File: src/hw/rtl/gwp_pkg.sv
// ----------------------------------------------------------------------------
// gwp_pkg
// Shared types, constants and tables for the Gumbel weight perturber.
// ----------------------------------------------------------------------------
`default_nettype none

package gwp_pkg;

   localparam int unsigned WEIGHT_FRAC_BITS_DEF = 24;
   localparam int unsigned UNIFORM_BITS_DEF     = 24;

   localparam int unsigned CSR_INDEX_W = 1;
   localparam int unsigned CSR_DATA_W  = 64;
   localparam logic [CSR_INDEX_W-1:0] REG_NOISE_SCALE = 1'd0;
   localparam logic [CSR_INDEX_W-1:0] REG_SEED        = 1'd1;
   localparam logic [15:0] NOISE_SCALE_RESET = 16'd256;

   localparam logic [63:0] GOLDEN = 64'h9E3779B97F4A7C15;
   localparam logic [63:0] MIX_C1 = 64'hBF58476D1CE4E5B9;
   localparam logic [63:0] MIX_C2 = 64'h94D049BB133111EB;

   localparam logic [31:0] U_LO = 32'd429;
   localparam logic [31:0] U_HI = 32'hFFFFFE53;

   localparam logic [31:0] LN2_Q26   = 32'd46516320;
   localparam logic [31:0] LN2_Q30   = 32'd744261118;
   localparam logic [31:0] LOG2E_Q24 = 32'd24204406;

   localparam logic signed [6:0] F_UNIFORM = 7'sd32;
   localparam logic signed [6:0] F_Q30     = 7'sd30;

   localparam logic [4:0] NORM_LAST = 5'd5;
   localparam logic [4:0] SQ_LAST   = 5'd29;
   localparam logic [4:0] MIX_LAST  = 5'd7;
   localparam logic [4:0] EXP_FIRST = 5'd1;
   localparam logic [4:0] EXP_LAST  = 5'd13;

   typedef enum logic [4:0] {
      OP_NONE,
      OP_START,
      OP_MUL0,
      OP_MUL1,
      OP_MUL2,
      OP_MIXEND,
      OP_NORM,
      OP_MLOAD,
      OP_SQ,
      OP_LOGEND,
      OP_WM0,
      OP_WM1,
      OP_LNU_END,
      OP_LNA_END,
      OP_TL_END,
      OP_SCALE,
      OP_WLOAD,
      OP_LSUM,
      OP_EXPZ,
      OP_EXPA,
      OP_EXPB,
      OP_EXPC,
      OP_FINAL
   } op_type;

   typedef enum logic [1:0] {
      JOB_U,
      JOB_A,
      JOB_T,
      JOB_W
   } job_type;

   typedef struct packed {
      op_type     op;
      logic [4:0] cnt;
      job_type    job;
   } cmd_type;

   // floor((2^32 - 1) / k)
   function automatic logic [31:0] recip(input logic [3:0] k);
      logic [31:0] r;
      case (k)
         4'd2:    r = 32'd2147483647;
         4'd3:    r = 32'd1431655765;
         4'd4:    r = 32'd1073741823;
         4'd5:    r = 32'd858993459;
         4'd6:    r = 32'd715827882;
         4'd7:    r = 32'd613566756;
         4'd8:    r = 32'd536870911;
         4'd9:    r = 32'd477218588;
         4'd10:   r = 32'd429496729;
         4'd11:   r = 32'd390451572;
         4'd12:   r = 32'd357913941;
         4'd13:   r = 32'd330382099;
         default: r = 32'hFFFFFFFF;
      endcase
      return r;
   endfunction

endpackage

`default_nettype wire

File: src/hw/rtl/gwp_ctrl.sv
// ----------------------------------------------------------------------------
// gwp_ctrl
// Sequencer: steps the shared datapath through generator, logarithms,
// scaling and exponential, and owns the handshakes.
// ----------------------------------------------------------------------------
`default_nettype none

module gwp_ctrl (
   input  wire logic            clock,
   input  wire logic            reset,
   input  wire logic            req_valid,
   output logic                 req_stall,
   output logic                 rsp_valid,
   input  wire logic            rsp_stall,
   output gwp_pkg::cmd_type     cmd
);

   typedef enum logic [16:0] {
      S_IDLE   = 17'b00000000000000001,
      S_MIX    = 17'b00000000000000010,
      S_NORM   = 17'b00000000000000100,
      S_MLOAD  = 17'b00000000000001000,
      S_SQ     = 17'b00000000000010000,
      S_LOGEND = 17'b00000000000100000,
      S_WM0    = 17'b00000000001000000,
      S_WM1    = 17'b00000000010000000,
      S_WMEND  = 17'b00000000100000000,
      S_SCALE  = 17'b00000001000000000,
      S_WLOAD  = 17'b00000010000000000,
      S_LSUM   = 17'b00000100000000000,
      S_EXPZ   = 17'b00001000000000000,
      S_EXPA   = 17'b00010000000000000,
      S_EXPB   = 17'b00100000000000000,
      S_EXPC   = 17'b01000000000000000,
      S_FINAL  = 17'b10000000000000000
   } state_type;

   state_type        state_ff, state_in;
   logic [4:0]       cnt_ff, cnt_in;
   gwp_pkg::job_type job_ff, job_in;
   logic             rsp_valid_ff, rsp_valid_in;

   assign req_stall = (state_ff != S_IDLE);
   assign rsp_valid = rsp_valid_ff;

   always_comb begin
      state_in     = state_ff;
      cnt_in       = cnt_ff;
      job_in       = job_ff;
      rsp_valid_in = rsp_valid_ff && rsp_stall;
      cmd.op       = gwp_pkg::OP_NONE;
      cmd.cnt      = cnt_ff;
      cmd.job      = job_ff;
      case (state_ff)
         S_IDLE: begin
            if (req_valid) begin
               cmd.op   = gwp_pkg::OP_START;
               state_in = S_MIX;
               cnt_in   = '0;
               job_in   = gwp_pkg::JOB_U;
            end
         end
         S_MIX: begin
            case (cnt_ff[1:0])
               2'd0:    cmd.op = gwp_pkg::OP_MUL0;
               2'd1:    cmd.op = gwp_pkg::OP_MUL1;
               2'd2:    cmd.op = gwp_pkg::OP_MUL2;
               default: cmd.op = gwp_pkg::OP_MIXEND;
            endcase
            if (cnt_ff == gwp_pkg::MIX_LAST) begin
               state_in = S_NORM;
               cnt_in   = '0;
            end else begin
               cnt_in = cnt_ff + 5'd1;
            end
         end
         S_NORM: begin
            cmd.op = gwp_pkg::OP_NORM;
            if (cnt_ff == gwp_pkg::NORM_LAST) begin
               state_in = S_MLOAD;
            end else begin
               cnt_in = cnt_ff + 5'd1;
            end
         end
         S_MLOAD: begin
            cmd.op   = gwp_pkg::OP_MLOAD;
            state_in = S_SQ;
            cnt_in   = '0;
         end
         S_SQ: begin
            cmd.op = gwp_pkg::OP_SQ;
            if (cnt_ff == gwp_pkg::SQ_LAST) begin
               state_in = S_LOGEND;
            end else begin
               cnt_in = cnt_ff + 5'd1;
            end
         end
         S_LOGEND: begin
            cmd.op   = gwp_pkg::OP_LOGEND;
            state_in = (job_ff == gwp_pkg::JOB_W) ? S_LSUM : S_WM0;
         end
         S_WM0: begin
            cmd.op   = gwp_pkg::OP_WM0;
            state_in = S_WM1;
         end
         S_WM1: begin
            cmd.op   = gwp_pkg::OP_WM1;
            state_in = S_WMEND;
         end
         S_WMEND: begin
            case (job_ff)
               gwp_pkg::JOB_U: begin
                  cmd.op   = gwp_pkg::OP_LNU_END;
                  state_in = S_NORM;
                  cnt_in   = '0;
                  job_in   = gwp_pkg::JOB_A;
               end
               gwp_pkg::JOB_A: begin
                  cmd.op   = gwp_pkg::OP_LNA_END;
                  state_in = S_SCALE;
               end
               default: begin
                  cmd.op   = gwp_pkg::OP_TL_END;
                  state_in = S_WLOAD;
                  job_in   = gwp_pkg::JOB_W;
               end
            endcase
         end
         S_SCALE: begin
            cmd.op   = gwp_pkg::OP_SCALE;
            state_in = S_WM0;
            job_in   = gwp_pkg::JOB_T;
         end
         S_WLOAD: begin
            cmd.op   = gwp_pkg::OP_WLOAD;
            state_in = S_NORM;
            cnt_in   = '0;
         end
         S_LSUM: begin
            cmd.op   = gwp_pkg::OP_LSUM;
            state_in = S_EXPZ;
         end
         S_EXPZ: begin
            cmd.op   = gwp_pkg::OP_EXPZ;
            state_in = S_EXPA;
            cnt_in   = gwp_pkg::EXP_FIRST;
         end
         S_EXPA: begin
            cmd.op   = gwp_pkg::OP_EXPA;
            state_in = S_EXPB;
         end
         S_EXPB: begin
            cmd.op   = gwp_pkg::OP_EXPB;
            state_in = S_EXPC;
         end
         S_EXPC: begin
            cmd.op = gwp_pkg::OP_EXPC;
            if (cnt_ff == gwp_pkg::EXP_LAST) begin
               state_in = S_FINAL;
            end else begin
               cnt_in   = cnt_ff + 5'd1;
               state_in = S_EXPA;
            end
         end
         S_FINAL: begin
            if (!rsp_valid_ff || !rsp_stall) begin
               cmd.op       = gwp_pkg::OP_FINAL;
               rsp_valid_in = 1'b1;
               state_in     = S_IDLE;
            end
         end
         default: begin
            state_in = S_IDLE;
         end
      endcase
   end

   always_ff @(posedge clock) begin
      if (reset) begin
         state_ff     <= S_IDLE;
         cnt_ff       <= '0;
         job_ff       <= gwp_pkg::JOB_U;
         rsp_valid_ff <= 1'b0;
      end else begin
         state_ff     <= state_in;
         cnt_ff       <= cnt_in;
         job_ff       <= job_in;
         rsp_valid_ff <= rsp_valid_in;
      end
   end

endmodule

`default_nettype wire

File: config.mk
export PLATFORM = sky130hd
export DESIGN_NAME = gwp_ctrl
export DESIGN_NICKNAME = d
export VERILOG_FILES = /design/src/hw/rtl/gwp_pkg.sv /design/src/hw/rtl/gwp_ctrl.sv
export SDC_FILE = /design/constraint.sdc
export NUM_CORES = 1
export LEC_CHECK = 0
export ABC_AREA = 1
export BUFFER_PORTS_ARGS = -buffer_cell sky130_fd_sc_hd__buf_4
export CELL_PAD_IN_SITES_DETAIL_PLACEMENT = 1
export CELL_PAD_IN_SITES_GLOBAL_PLACEMENT = 1
export CORE_ASPECT_RATIO = 0.8
export CORE_MARGIN = 3
export CORE_UTILIZATION = 40
export DETAILED_ROUTE_END_ITERATION = 7
export GPL_ROUTABILITY_DRIVEN = 0
export PLACE_DENSITY_LB_ADDON = 0.1
export SLEW_MARGIN = 25
export SYNTH_ARGS = -nofsm -noshare
export SYNTH_HDL_FRONTEND = slang
export SYNTH_SLANG_ARGS = --single-unit
File: constraint.sdc
create_clock -name clock -period 3.61 [get_ports clock]
set_clock_uncertainty 0.15 [all_clocks]
set_input_delay 0.1805 -clock clock [delete_from_list [all_inputs] [get_ports clock]]
set_output_delay 0.1805 -clock clock [all_outputs]
set_load 0.02 [all_outputs]
==> tab_implementation.tex <==
\begin{tabular}{lr}
\hline
Metric & Value \\
\hline
\multicolumn{2}{l}{\textbf{Outcome}} \\
\quad Run status & finished, final reports clean \\
\multicolumn{2}{l}{\textbf{Synth}} \\
\quad Number of distinct standard cells referenced by the synthesized netlist & 36 \\
\quad Synth Area per Inst & 6.692 µm² \\
\quad Post-synth top area share & 26.33\% \\
\quad Synthesized instance count & 284 \\
\quad Sequential share of the synthesized area & 26.33\% \\
\quad Warnings, synthesis & 0 \\
\quad Most area-hungry cell type in the Yosys netlist & dfxtp\_1 \\
\quad Fraction of registers with async set/reset & 0\% \\
\quad Most frequently used flop master after synthesis & dfxtp\_1 \\
\quad Syn Std Cell Area & 1901 µm² \\
\quad Syn Nets & 292 \\
\quad Biggest area contributors in the synthesized netlist & dfxtp\_1 (26\%), nor2\_1 (8.9\%), inv\_1 (8.7\%) \\
\quad Register bit total from synthesis & 25 \\
\quad EDFF count, synth & 0 \\
\multicolumn{2}{l}{\textbf{CTS}} \\
\quad Clock tree from TritonCTS & built \\
\quad Number of clock buffers inserted by TritonCTS & 3 \\
\quad Hold-fix buffer count after cts & 0 \\
\quad Clock Root Buffer & clkbuf\_8 \\
\quad H-tree levels & 1 \\
\quad Setup fix buffers added after clock tree synthesis & 0 \\
\quad Clock slew at reported path FFs & 0.10 ns \\
\quad Latest clock arrival within the worst-skew pair & 0.28 ns \\
\quad Number of buffers on the longest clock path & 2 \\
\quad CTS sink cnt & 25 \\
\quad Gates resized, CTS repair & 0 \\
\multicolumn{2}{l}{\textbf{Worst setup path}} \\
\quad Slowest stage cell on the critical path & nand4\_1 \\
\quad Data arrival time at the worst-slack endpoint & approximately 2.2 ns \\
\quad Critical-path cell list & nor2\_1, nand2\_2, nor2\_8, nand4\_1, nand3\_1, nor2\_1, o2111ai\_1, buf\_4 \\
\quad Max Fanout on Critical Path & 17 \\
\quad Delay of the slowest cell on the worst path & 0.35 ns \\
\quad Worst Setup Path Type & flip-flop to primary output \\
\quad Sort of element at the start of the critical path & flip-flop \\
\quad Type of element capturing the critical path & primary output \\
\quad CP Buf/Inv Count & 1 \\
\quad Most numerous cell on the critical path & nor2\_1 \\
\quad Kind of cell with the highest combined delay on the critical path & simple AND/OR/NAND/NOR gates \\
\quad Critical path data required time & 3.28 ns \\
\multicolumn{2}{l}{\textbf{Route}} \\
\quad First-pass iteration count of the detailed router & 5 \\
\quad Final ANT Viol Nets & 0 \\
\quad Final wirelength & between 5 and 6 mm \\
\quad Total via count in the routed design & 1,897 \\
\quad Wire length per cell & 16.17 µm \\
\quad Vias per inst & 5.314 \\
\quad DRC marker count from the first detailed-route iteration & 140 \\
\quad DRC violation count after routing & 0 \\
\multicolumn{2}{l}{\textbf{Layout}} \\
\quad Area growth from synthesis to final layout & 10.86\% \\
\quad Fraction of layout cells with a size suffix above 1 & 20.33\% \\
\quad Post-route cell area & between 2000 and 2500 µm² \\
\quad Final cell utilization of the core & 48.02\% \\
\quad Diodes inserted & 0 \\
\quad Post-layout net count & 309 \\
\quad Fill cell count & 580 \\
\multicolumn{2}{l}{\textbf{Global route}} \\
\quad Overall global routing resource usage & 22.26\% \\
\quad Pin count of the biggest net entering global routing & 18 \\
\quad Wire length of the first global-routing pass & 9.625 mm \\
\quad Via count of the first global-routing pass & approximately 1,900 \\
\quad Remaining global-route overflow & 0 \\
\quad Number of antenna violations at the first check in global routing & 0 \\
\multicolumn{2}{l}{\textbf{Floorplan}} \\
\quad Io pins & 18 \\
\quad Area of the die & approximately 5600 µm² \\
\quad Floorplan die height & 67.66 µm \\
\quad Standard cell core area & 4388 µm² \\
\quad Initial standard-cell utilization of the core & 43.31\% \\
\quad Overall die width & 83.07 µm \\
\quad FP Rows & 21 \\
\multicolumn{2}{l}{\textbf{Power and ir drop}} \\
\quad Leakage & 1.050 nW \\
\quad Cell area power density & 580.6 nW/µm² \\
\quad Post-layout power & $\sim$0.0012 W \\
\quad Max VDD drop & around 0.00045 V \\
\multicolumn{2}{l}{\textbf{Hold path}} \\
\quad Worst min-delay path class & primary input to flip-flop \\
\multicolumn{2}{l}{\textbf{STA}} \\
\quad Slew HR & 73.29\% \\
\quad Worst hold margin & 0.005610 ns \\
\quad Period Utilization, post-route & approximately 70\% \\
\quad \# setup viols final & 0 \\
\quad Unrepaired setup endpoints after global routing & false \\
\quad Max-slew violations & 0 \\
\quad Fin Setup TNS & 0 ns \\
\quad Final Critical Period & 2.497 ns \\
\quad Hold Vio Cnt, Final & 0 \\
\quad Fmax & 400.5 MHz \\
\quad Transition time at the pin with the least slew margin & around 0.40 ns \\
\multicolumn{2}{l}{\textbf{Place}} \\
\quad Half-perimeter wire length of the detailed placement result & $\sim$4.7 mm \\
\quad DP Area & 2062 µm² \\
\quad IO Port Bufs & 17 \\
\multicolumn{2}{l}{\textbf{Flow run}} \\
\quad Max cap viols & 0 \\
\hline
\end{tabular}
==> logic make-up (layout without fill, tap and decap cells) <==
family,Yosys count,count (layout),share of synthesized area [%]
AND/OR/NAND/NOR,174,174,49.70
buffers and inverters,52,68,11.26
AO/OA/AOI/OAI,26,26,8.690
flip-flops,25,25,26.33
adder cells (fa/ha/maj),4,4,2.633
XOR/XNOR,3,3,1.383
==> metal layers <==
layer | GRT usage, % | up-vias | share of wire (%)
met5 | 0 | - | 0
met4 | 5.510 | 0 | 1.1
met3 | 4.512 | 6 | 7.8
met2 | 32.60 | 56 | 42
met1 | 33.02 | 876 | 50
li1 | - | 959 | -
==> power breakdown <==
group	leakage (nW)	internal (W)	switching (W)	total, W
sequential	0.203	0.000306	0.0000437	0.000349
combinational	0.824	0.000229	0.000467	0.000696
clock	0.0228	0.0000794	0.0000986	0.000178
==> state kept, by name, indices dropped and copies added, names as in the netlist <==
signal	count
state_ff	17
rsp_valid	1
job_ff	2
cnt_ff	5
==> Yosys cell counts, drive strengths merged, types with 2 or more instances <==
| cell | instances |
|---|---|
| nor2 | 63 |
| inv | 47 |
| nand2 | 45 |
| nand3 | 37 |
| dfxtp | 25 |
| nand4 | 14 |
| o21ai | 12 |
| nor3 | 11 |
| a21oi | 8 |
| buf | 4 |
| ha | 4 |
| o211a | 2 |
| o211ai | 2 |
| xor2 | 2 |
==> area by class of cell <==
class | instances | area, µm² | area share [%]
Multi-Input combinational cell | 207 | 1186 | 56.29
Sequential cell | 25 | 500.5 | 23.75
Inverter | 47 | 176.4 | 8.373
Timing Repair Buffer | 17 | 127.6 | 6.057
Tap cell | 57 | 71.32 | 3.385
Clock buffer | 4 | 45.04 | 2.138
==> through the flow <==
| stage | setup slack (ns) | std cells |
|---|---|---|
| 3_5_place_dp | 1.433 | 353 |
| 4_1_cts | 1.126 | 357 |
| 5_1_grt | 0.9312 | 357 |
| 3_3_place_gp | 1.434 | 353 |
| 6_report | 1.113 | 357 |
| 2_1_floorplan | 1.745 | 284 |
==> final timing paths <==
| kind | start | to | slack (ns) | depth (start not counted) |
|---|---|---|---|---|
| hold / removal | reset | cnt_ff[1]$_SDFFE_PP0P_ | 0.006 | 2 |
| hold reg to reg | job_ff[0]$_SDFFE_PP0P_ | job_ff[0]$_SDFFE_PP0P_ | 0.38 | 2 |
| setup reg to reg | state_ff[8]$_SDFFE_PP0P_ | state_ff[8]$_SDFFE_PP0P_ | 1.38 | 9 |
| setup / recovery | state_ff[8]$_SDFFE_PP0P_ | cmd[8] | 1.11 | 8 |
==> placed cells by master, fill, tap and decap left out, types with 2 or more instances in the layout <==
cell	synthesis	layout
nor2_1	45	45
nand4_1	12	12
nand2_2	7	7
clkbuf_8	0	3
dfxtp_1	25	25
o21ai_1	3	3
inv_2	3	3
nand2_1	36	36
nand3_2	2	2
nand2_4	2	2
o211a_1	2	2
nor3_1	11	11
nor2_4	5	5
inv_1	44	44
o21ai_0	8	8
xor2_1	2	2
ha_1	4	4
a21oi_1	8	8
nor2_2	12	12
buf_4	1	17
o211ai_2	2	2
nand3_4	3	3
nand3_1	32	32
(Power assumes the default switching activity.)
